`src/spwm_pkg.sv`:
```
`timescale 1ns / 1ps

package spwm_pkg;

  // Table and datapath sizes
  localparam int TABLE_DEPTH = 256;
  localparam int DUTY_W      = 16;
  localparam int CARR_W      = 16;
  localparam int IDX_W       = $clog2(TABLE_DEPTH);
  localparam int PERIOD_W    = 16;
  localparam int SAMPLE_W    = 32;
  localparam int START_W     = 8;
  localparam int CFG_W       = 32;
  localparam int CFG_IDX_W   = 3;
  localparam int PHASES      = 3;

  // Register indexes of the configuration port
  localparam logic [CFG_IDX_W-1:0] REG_PWM_PERIOD    = 3'd0;
  localparam logic [CFG_IDX_W-1:0] REG_SAMPLE_PERIOD = 3'd1;
  localparam logic [CFG_IDX_W-1:0] REG_PHASE_A_START = 3'd2;
  localparam logic [CFG_IDX_W-1:0] REG_PHASE_B_START = 3'd3;
  localparam logic [CFG_IDX_W-1:0] REG_PHASE_C_START = 3'd4;

  // Register reset values
  localparam logic [PERIOD_W-1:0] PWM_PERIOD_RST    = 16'd4999;
  localparam logic [SAMPLE_W-1:0] SAMPLE_PERIOD_RST = 32'd99999;
  localparam logic [START_W-1:0]  PHASE_A_START_RST = 8'd0;
  localparam logic [START_W-1:0]  PHASE_B_START_RST = 8'd85;
  localparam logic [START_W-1:0]  PHASE_C_START_RST = 8'd170;

  // Fixed-point constants for the table build
  localparam logic [63:0] HALF_PI_Q30 = 64'd1686629713;
  localparam logic [63:0] ONE_Q30     = 64'd1 << 30;

  typedef struct packed {
    logic [PERIOD_W-1:0] pwm_period;
    logic [SAMPLE_W-1:0] sample_period;
    logic [START_W-1:0]  phase_a_start;
    logic [START_W-1:0]  phase_b_start;
    logic [START_W-1:0]  phase_c_start;
  } cfg_t;

  typedef logic [PHASES-1:0][CARR_W-1:0] cmp_vec_t;
  typedef logic [PHASES-1:0][IDX_W-1:0]  idx_vec_t;

  // Sine table entry: 0.5 + 0.5*sin(2*pi*i/TABLE_DEPTH) in DUTY_W fraction bits.
  // Only evaluated at elaboration to build the constant table.
  function automatic logic [DUTY_W-1:0] sine_entry(input int unsigned i);
    logic [63:0] p;
    logic [63:0] r;
    logic [63:0] x;
    logic [63:0] x2;
    logic [63:0] t;
    logic [63:0] s;
    logic [63:0] d;
    logic [63:0] e;
    logic [1:0]  q;
    p = (64'(i) << 32) / TABLE_DEPTH;
    q = p[31:30];
    r = {34'd0, p[29:0]};
    if (q[0]) r = ONE_Q30 - r;
    x  = (r * HALF_PI_Q30) >> 30;
    x2 = (x * x) >> 30;
    t  = x;
    s  = x;
    // Taylor series, seven terms with alternating sign
    t = ((t * x2) >> 30) / 64'd6;
    s = (s >= t) ? s - t : 64'd0;
    t = ((t * x2) >> 30) / 64'd20;
    s = s + t;
    t = ((t * x2) >> 30) / 64'd42;
    s = (s >= t) ? s - t : 64'd0;
    t = ((t * x2) >> 30) / 64'd72;
    s = s + t;
    t = ((t * x2) >> 30) / 64'd110;
    s = (s >= t) ? s - t : 64'd0;
    t = ((t * x2) >> 30) / 64'd156;
    s = s + t;
    if (s > ONE_Q30) s = ONE_Q30;
    if (q < 2'd2) d = (ONE_Q30 >> 1) + (s >> 1);
    else d = (ONE_Q30 >> 1) - (s >> 1);
    e = (d + (64'd1 << (29 - DUTY_W))) >> (30 - DUTY_W);
    if (e > ((64'd1 << DUTY_W) - 64'd1)) e = (64'd1 << DUTY_W) - 64'd1;
    return DUTY_W'(e);
  endfunction

  // Step an index through the table, wrapping after the last entry
  function automatic logic [IDX_W-1:0] next_index(input logic [IDX_W-1:0] idx);
    logic [IDX_W-1:0] res;
    res = ({1'b0, idx} < (IDX_W+1)'(TABLE_DEPTH - 1)) ? idx + 1'b1 : '0;
    return res;
  endfunction

  // Start register folded into the table range
  function automatic logic [IDX_W-1:0] start_index(input logic [START_W-1:0] start);
    logic [IDX_W-1:0] res;
    res = IDX_W'(start % TABLE_DEPTH);
    return res;
  endfunction

endpackage

```
`src/spwm_duty.sv`:
```
`timescale 1ns / 1ps

module spwm_duty import spwm_pkg::*; (
  input  logic [IDX_W-1:0]  idx,
  input  logic [CARR_W-1:0] top,
  output logic [CARR_W-1:0] cmp
);

  localparam int PROD_W = DUTY_W + CARR_W + 1;

  logic [DUTY_W-1:0] rom [TABLE_DEPTH];
  logic [DUTY_W-1:0] entry;
  logic [CARR_W:0]   top_p1;
  logic [PROD_W-1:0] prod;

  // Constant sine table
  for (genvar g = 0; g < TABLE_DEPTH; g++) begin : g_rom
    localparam logic [DUTY_W-1:0] ENTRY = sine_entry(g);
    assign rom[g] = ENTRY;
  end

  // Scale the duty fraction to the carrier period
  assign entry  = rom[idx];
  assign top_p1 = (CARR_W+1)'(top) + 1'b1;
  assign prod   = PROD_W'(entry) * PROD_W'(top_p1);
  assign cmp    = prod[DUTY_W +: CARR_W];

endmodule

```
`src/spwm_seq.sv`:
```
`timescale 1ns / 1ps

module spwm_seq import spwm_pkg::*; (
  input  logic     clk,
  input  logic     rst_n,
  input  logic     adv,
  input  logic     restart,
  input  cfg_t     cfg,
  output logic     fired,
  output cmp_vec_t shadow_nxt
);

  logic [SAMPLE_W-1:0] count_r;
  logic [SAMPLE_W-1:0] count_nxt;
  idx_vec_t            idx_r;
  idx_vec_t            idx_nxt;
  idx_vec_t            idx_step;
  idx_vec_t            idx_start;
  cmp_vec_t            shadow_r;
  cmp_vec_t            cmp_new;

  assign idx_start[0] = start_index(cfg.phase_a_start);
  assign idx_start[1] = start_index(cfg.phase_b_start);
  assign idx_start[2] = start_index(cfg.phase_c_start);

  // Sample timer
  assign fired     = !restart && (count_r >= cfg.sample_period);
  assign count_nxt = (restart || fired) ? '0 : count_r + 1'b1;

  // Advance indices and form new compares
  for (genvar p = 0; p < PHASES; p++) begin : g_phase
    assign idx_step[p] = next_index(idx_r[p]);
    assign idx_nxt[p]  = restart ? idx_start[p] : (fired ? idx_step[p] : idx_r[p]);

    spwm_duty u_duty (
      .idx (idx_step[p]),
      .top (cfg.pwm_period[CARR_W-1:0]),
      .cmp (cmp_new[p])
    );
  end

  assign shadow_nxt = fired ? cmp_new : shadow_r;

  always_ff @(posedge clk) begin
    if (!rst_n) begin
      count_r     <= '0;
      idx_r[0]    <= start_index(PHASE_A_START_RST);
      idx_r[1]    <= start_index(PHASE_B_START_RST);
      idx_r[2]    <= start_index(PHASE_C_START_RST);
      shadow_r    <= '0;
    end else if (adv) begin
      count_r  <= count_nxt;
      idx_r    <= idx_nxt;
      shadow_r <= shadow_nxt;
    end
  end

  a_fire_clears_timer: assert property (@(posedge clk) disable iff (!rst_n)
    (adv && fired) |=> (count_r == '0))
    else $error("sample timer not cleared after firing");

  a_restart_loads_a: assert property (@(posedge clk) disable iff (!rst_n)
    (adv && restart) |=> (idx_r[0] == start_index($past(cfg.phase_a_start))))
    else $error("phase A index not reloaded on restart");

endmodule

```
`src/spwm_carrier.sv`:
```
`timescale 1ns / 1ps

module spwm_carrier import spwm_pkg::*; (
  input  logic              clk,
  input  logic              rst_n,
  input  logic              adv,
  input  logic              restart,
  input  logic [CARR_W-1:0] top,
  input  cmp_vec_t          shadow,
  output logic [PHASES-1:0] level_nxt
);

  logic [CARR_W-1:0] count_r;
  logic [CARR_W-1:0] count_nxt;
  logic [CARR_W-1:0] c;
  cmp_vec_t          active_r;
  cmp_vec_t          active_nxt;
  logic [PHASES-1:0] level_r;

  // Restart forces the zero event on this tick
  assign c = restart ? '0 : count_r;

  // Latch compares at zero, set at zero, clear on match
  always_comb begin
    for (int p = 0; p < PHASES; p++) begin
      active_nxt[p] = (c == '0) ? shadow[p] : active_r[p];
      level_nxt[p]  = (c == '0) ? 1'b1 : level_r[p];
      if (c == active_nxt[p]) level_nxt[p] = 1'b0;
    end
  end

  assign count_nxt = (c >= top) ? '0 : c + 1'b1;

  always_ff @(posedge clk) begin
    if (!rst_n) begin
      count_r  <= '0;
      active_r <= '0;
      level_r  <= '0;
    end else if (adv) begin
      count_r  <= count_nxt;
      active_r <= active_nxt;
      level_r  <= level_nxt;
    end
  end

  a_restart_count: assert property (@(posedge clk) disable iff (!rst_n)
    (adv && restart) |=> (count_r == (($past(top) == '0) ? '0 : CARR_W'(1))))
    else $error("carrier did not restart from zero");

endmodule

```
`src/three_phase_sine_pwm_generator.sv`:
```
// An input transfer's result is loaded into the output register on acceptance.
// Throughput: one item per cycle while the output register is free or drained;
// a tick updates sample timer, table lookup and compare scaling, and carrier step.
// Reset: synchronous active-low rst_n clears counters, compares and levels, loads
// the register defaults and the default phase indices; no clearing pass is needed.
`timescale 1ns / 1ps

module three_phase_sine_pwm_generator import spwm_pkg::*; (
  input  logic                 clk,
  input  logic                 rst_n,
  input  logic                 cfg_we,
  input  logic [CFG_IDX_W-1:0] cfg_index,
  input  logic [CFG_W-1:0]     cfg_wdata,
  input  logic                 in_valid,
  output logic                 in_ready,
  input  logic                 in_restart,
  output logic                 out_valid,
  input  logic                 out_ready,
  output logic                 out_pwm_a,
  output logic                 out_pwm_b,
  output logic                 out_pwm_c,
  output logic                 out_sample_strobe
);

  cfg_t              cfg_r;
  logic              accept;
  logic              fired;
  cmp_vec_t          shadow_nxt;
  logic [PHASES-1:0] level_nxt;
  logic              out_valid_r;
  logic [PHASES-1:0] out_level_r;
  logic              out_strobe_r;

  // Configuration writes
  always_ff @(posedge clk) begin
    if (!rst_n) begin
      cfg_r.pwm_period    <= PWM_PERIOD_RST;
      cfg_r.sample_period <= SAMPLE_PERIOD_RST;
      cfg_r.phase_a_start <= PHASE_A_START_RST;
      cfg_r.phase_b_start <= PHASE_B_START_RST;
      cfg_r.phase_c_start <= PHASE_C_START_RST;
    end else if (cfg_we) begin
      case (cfg_index)
        REG_PWM_PERIOD:    cfg_r.pwm_period    <= cfg_wdata[PERIOD_W-1:0];
        REG_SAMPLE_PERIOD: cfg_r.sample_period <= cfg_wdata[SAMPLE_W-1:0];
        REG_PHASE_A_START: cfg_r.phase_a_start <= cfg_wdata[START_W-1:0];
        REG_PHASE_B_START: cfg_r.phase_b_start <= cfg_wdata[START_W-1:0];
        REG_PHASE_C_START: cfg_r.phase_c_start <= cfg_wdata[START_W-1:0];
        default: ;
      endcase
    end
  end

  // Take a new tick whenever the output register is free or being drained
  assign in_ready = !out_valid_r || out_ready;
  assign accept   = in_valid && in_ready;

  spwm_seq u_seq (
    .clk        (clk),
    .rst_n      (rst_n),
    .adv        (accept),
    .restart    (in_restart),
    .cfg        (cfg_r),
    .fired      (fired),
    .shadow_nxt (shadow_nxt)
  );

  spwm_carrier u_carrier (
    .clk       (clk),
    .rst_n     (rst_n),
    .adv       (accept),
    .restart   (in_restart),
    .top       (cfg_r.pwm_period[CARR_W-1:0]),
    .shadow    (shadow_nxt),
    .level_nxt (level_nxt)
  );

  // Output register
  always_ff @(posedge clk) begin
    if (!rst_n) begin
      out_valid_r <= 1'b0;
    end else if (accept) begin
      out_valid_r <= 1'b1;
    end else if (out_ready) begin
      out_valid_r <= 1'b0;
    end
  end

  always_ff @(posedge clk) begin
    if (accept) begin
      out_level_r  <= level_nxt;
      out_strobe_r <= fired;
    end
  end

  assign out_valid         = out_valid_r;
  assign out_pwm_a         = out_level_r[0];
  assign out_pwm_b         = out_level_r[1];
  assign out_pwm_c         = out_level_r[2];
  assign out_sample_strobe = out_strobe_r;

  a_accept_fills_output: assert property (@(posedge clk) disable iff (!rst_n)
    accept |=> out_valid_r)
    else $error("accepted tick left no result");

  a_strobe_blocks_restart: assert property (@(posedge clk) disable iff (!rst_n)
    (accept && in_restart) |=> !out_strobe_r)
    else $error("sample strobe on a restart tick");

endmodule

```
`config.mk`:
```
export PLATFORM = sky130hd
export DESIGN_NAME = three_phase_sine_pwm_generator
export DESIGN_NICKNAME = d
export VERILOG_FILES = /design/src/spwm_pkg.sv /design/src/spwm_duty.sv /design/src/spwm_seq.sv /design/src/spwm_carrier.sv /design/src/three_phase_sine_pwm_generator.sv
export SDC_FILE = /design/constraint.sdc
export NUM_CORES = 2
export LEC_CHECK = 0
export BUFFER_PORTS_ARGS = -buffer_cell sky130_fd_sc_hd__buf_2
export CAP_MARGIN = 10
export CORE_UTILIZATION = 61
export DETAILED_ROUTE_END_ITERATION = 8
export GPL_TIMING_DRIVEN = 0
export PLACE_DENSITY = 0.8
export SLEW_MARGIN = 25
export SYNTH_ARGS = -nofsm -noshare
export SYNTH_HDL_FRONTEND = slang
export SYNTH_SLANG_ARGS = --single-unit
export TNS_END_PERCENT = 20
```
`constraint.sdc`:
```
create_clock -name clk -period 9.2 [get_ports clk]
set_input_delay 1.38 -clock clk [delete_from_list [all_inputs] [get_ports clk]]
set_output_delay 1.38 -clock clk [all_outputs]
set_load 0.01 [all_outputs]
```
==> impl_metrics.ini, run 1 <==
[placement]
hpwl_mm = 224
gp_congestion = 1.25
port-buffer-count = 45

[grt]
grt_pass1_wl_mm = 518
grt_use_total = 0.748
grt_pass1_vias = 78734
grt_max_degree = 15
grt_overflow = 25

[floorplan]
die_w_um = 306
io_pins = 47
die_h_um = 306
fp-row-count = 110
initial_core_util = 0.620

[synthesis]
ys_seq_elements = 248
avgSynthCellArea_um2 = 7.13
synth_nets = 8931
ys_warn_count = 0
synth_flop_cell = dfxtp_1
syn_area_mm2 = 0.0562
synth_commonest_cells = nand2_1 (1061), nor2_1 (941), inv_1 (841)
synthDistinctLibCells = 116
yosysTopAreaCell = fa_1
netlist_instances = 7878
synth_top_cell_area_share = 0.222
synth_area_leaders = fa_1 (22%), dfxtp_1 (8.7%), ha_1 (8.6%), nand2_1 (7.1%), nor2_1 (6.3%)
synth_most_common_cell = nand2_1
synth_edf_count = 4
ys_seq_area_frac = 0.0891
synthArstFlopShare = 0

[clocking]
root_buffer = clkbuf_16
cts_inserted_buffers = 28
cts.htree.levels = 1
clockBufferDepth = 3
clock-sinks = 248

[outcome]
failed_stage = global routing
status = did not finish
error = [ERROR GRT-0116] Global routing finished with congestion. Check the congestion regions in the DRC Viewer.
-- routing by layer --
metal  GRT overflow  track usage
met2             10        0.900
met4             15        0.700
met1              0        0.761
met3              0        0.614
met5              0        0.326
-- stage by stage --
step                std cells  setup WS [ns]  instance area [um^2]  hold WS (ns)
floorplan                7878       -0.00695                 56500         0.432
CTS                      9401         -0.488                 66800         0.456
global placement         9099          -3.78                 58200         0.437
detailed placement       9109          -3.53                 58500         0.448
-- cells by family after synthesis --
logic type,synth area share
buffers and inverters,0.100
muxes,0.00793
DFF,0.0891
and+or+nand+nor,0.228
xor gates and xnor gates,0.0300
adders and majority gates,0.310
AOI/OAI and AO/OA,0.235
-- repair_timing --
item,in CTS
pin swaps,259
buffers inserted,272
resized for setup,1360
gates cloned,4
hold buffers,0
setup endpoints to repair,102
==> run 2: changes to the inputs <==
- CORE_UTILIZATION: 61 -> 40
- PLACE_DENSITY: 0.8 -> not set
- PLACE_DENSITY_LB_ADDON: not set -> 0.15
- clock period: 9.2 -> 11.95 ns (I/O delays scaled with it)
==> impl_metrics.ini, run 2 <==
[outcome]
status = finished, violations left
failed_checks = design-rule violations

[clocking]
clockBufferDepth = 3
cts.htree.levels = 1
cts.clk_slew.worst_paths_ns = 0.07
root_buffer = clkbuf_16
cts_inserted_buffers = 31
clock_latency_ns = 0.65
clock-sinks = 248
cts_tree = done

[power]
total_power_mw = 19.9
leakagePower_nw = 27.0
p_per_area_mw_per_mm2 = 321
combPwrFrac = 0.904
power_switching_mw = 12.6
switching_share = 0.632
clock_power_share = 0.051
p_seq_frac = 0.044
p_int_mw = 7.31
ir_drop_mv = 0.606

[setup_path]
path_buf_inv = 9
slowest_delay_ns = 0.78
crit_required_ns = 12.35
path_class = reg -> reg
critPathTopFamily = adder cells
crit_path_end_kind = register
crit_path_top_delay_cell = clkbuf_1
path_max_fanout = 11
worstPathArrival_ns = 12.25
cp-start-kind = register

[placement]
port-buffer-count = 45
placed_cells = 9821
post-place-ws_ns = -2.54
hpwl_mm = 263
gp_congestion = 1.10

[detailed_routing]
route.detailed.drc = 2
drt_iter0_drc = 9643
vias = 65990
wirelength_mm = 337
final_antenna_net_count = 0
drt-pass1-iter-count = 9
avgViaCountPerCell = 6.65
wl_per_cell_um = 34.0

[flow_run]
maxCapViolations = 0

[synthesis]
netlist_instances = 7878
syn_area_mm2 = 0.0562
ys_warn_count = 0
synth_commonest_cells = nand2_1 (1061), nor2_1 (941), inv_1 (841)
synth-simple-area-share = 0.228
synthDistinctLibCells = 116
synthMuxAreaShare = 0.00793
synth_top_family_by_area = adder cells
synthArstFlopShare = 0
synth_flop_cell = dfxtp_1
avgSynthCellArea_um2 = 7.13
ys_seq_area_frac = 0.0891
synth_compound_area_frac = 0.235
synth_edf_count = 4
synth_xor_area_frac = 0.0300
yosys.area_share.adder = 0.310
ys_seq_elements = 248
synth_top_cell_area_share = 0.222
synth_most_common_cell = nand2_1
synth_nets = 8931
synth_area_leaders = fa_1 (22%), dfxtp_1 (8.7%), ha_1 (8.6%), nand2_1 (7.1%), nor2_1 (6.3%)
yosysTopAreaCell = fa_1

[finish]
mostFrequentLayoutCell = nand2_1
drive_above_1_share = 0.0916
syn_to_final_growth_pct = 10.3
fillers = 14639
largest_register_ffs = 72
post_layout_nonfiller_instances = 9922
final_cell_mix = nand2_1 (1052), nor2_1 (915), inv_1 (837), fa_1 (623), a21oi_1 (551)
fin_nets = 9060
largest-register = cfg_r
reg.largest.list = cfg_r (72), u_carrier.active_r (48), u_seq.shadow_r (48)

[sta]
finalHoldViolCount = 0
min_period_over_period = 0.991
worstMarginPinSlew_ns = 1.27
setup_slack_ns = 0.103
relSlewSlack = 0.155
clock.fmax_mhz = 84.4
setup_viol = 0
finClkSkew_ns = 0.0336
final.min_clock_period_ns = 11.85
drv_slew = 0

[grt]
grt_overflow = 0
grt_use_total = 0.467
grt_max_degree = 18
grt_pass1_vias = 63926
antenna_found_initial = 16
grt_pass1_wl_mm = 476

[floorplan]
fp-row-count = 137
initial_core_util = 0.403
io_pins = 47
die_w_um = 377
core-area_mm2 = 0.140
die_area_mm2 = 0.142
die_h_um = 377

[worst_hold_path]
min-delay-path-class = reg -> reg
[run 2: cell families after synthesis]
family | after synthesis
AND/OR/NAND/NOR | 2869
AO/OA/AOI/OAI | 2041
XOR/XNOR | 186
adder cells (fa/ha/maj) | 1017
buffers and inverters | 1474
multiplexers | 43
flip-flops | 248
[run 2: stage by stage]
step           hold slack [ns]   util  TNS, ns  instance area [um^2]
2_1_floorplan            0.432      -        0                 56200
3_3_place_gp             0.439  0.421  -153.37                 58800
3_5_place_dp             0.446  0.426   -82.76                 59400
4_1_cts                  0.455  0.438        0                 61100
5_1_grt                  0.471  0.444  -0.0143                 61900
6_report                 0.454  0.444        0                 62000
[run 2: layer usage]
| metal | GRT usage | up-vias | part of all wire |
|---|---|---|---|
| met1 | 0.585 | 32012 | 0.37 |
| met2 | 0.675 | 5412 | 0.41 |
| met4 | 0.336 | 16 | 0.088 |
| met3 | 0.144 | 1430 | 0.13 |
| li1 | - | 27120 | - |
| met5 | 0 | - | 0.00029 |
[run 2: repair_timing]
item / in CTS / in global routing
setup endpoints to repair: 99 / 24
gates resized for setup: 225 / 253
endpoints found under the hold margin: 0 / 0
hold buffers: 0 / 0
pin swaps: 6 / 14
gates cloned: 0 / 0
buffers inserted: 16 / 34
[run 2: final timing paths]
check                                            startpoint  depth (start not counted)                  endpoint  slack (ns)
worst max register to register  u_seq.idx_r[8]$_SDFFE_PN1P_                         39  out_level_r[1]$_DFFE_PP_        0.10
worst min register to register       cfg_r[50]$_SDFFE_PN0P_                          2    cfg_r[50]$_SDFFE_PN0P_        0.45
worst max-delay path            u_seq.idx_r[8]$_SDFFE_PN1P_                         39  out_level_r[1]$_DFFE_PP_        0.10
worst min-delay path                 cfg_r[50]$_SDFFE_PN0P_                          2    cfg_r[50]$_SDFFE_PN0P_        0.45
[run 2: power groups by stage]
stage          combinational (mW)  sequential (mW)  clock (mW)
2_1_floorplan                11.0            0.891           0
3_3_place_gp                 16.4            0.899           0
3_5_place_dp                 16.5            0.900           0
4_1_cts                      16.8            0.882        1.02
5_1_grt                      19.3            0.885        1.05
6_report                     18.0            0.883        1.02
[run 2: layout make-up]
type | count | area, um^2 | share of cell area
Timing Repair Buffer | 118 | 908 | 0.0147
Clock buffer | 41 | 885 | 0.0143
Clock inverter | 16 | 180 | 0.00291
Multi-Input combinational cell | 6156 | 46700 | 0.753
Inverter | 858 | 3250 | 0.0524
Buffer | 594 | 2660 | 0.0430
Tap cell | 1876 | 2350 | 0.0379
Antenna cell | 15 | 37.5 | 0.000606
Sequential cell | 248 | 5010 | 0.0808
[run 2: worst min-delay path, cell delays in order (launching register included)]
cell and delay (ns):
dfxtp_1 0.31, nand2_1 0.05, a21oi_1 0.05
Note: power is estimated with default switching activity, not from simulation.
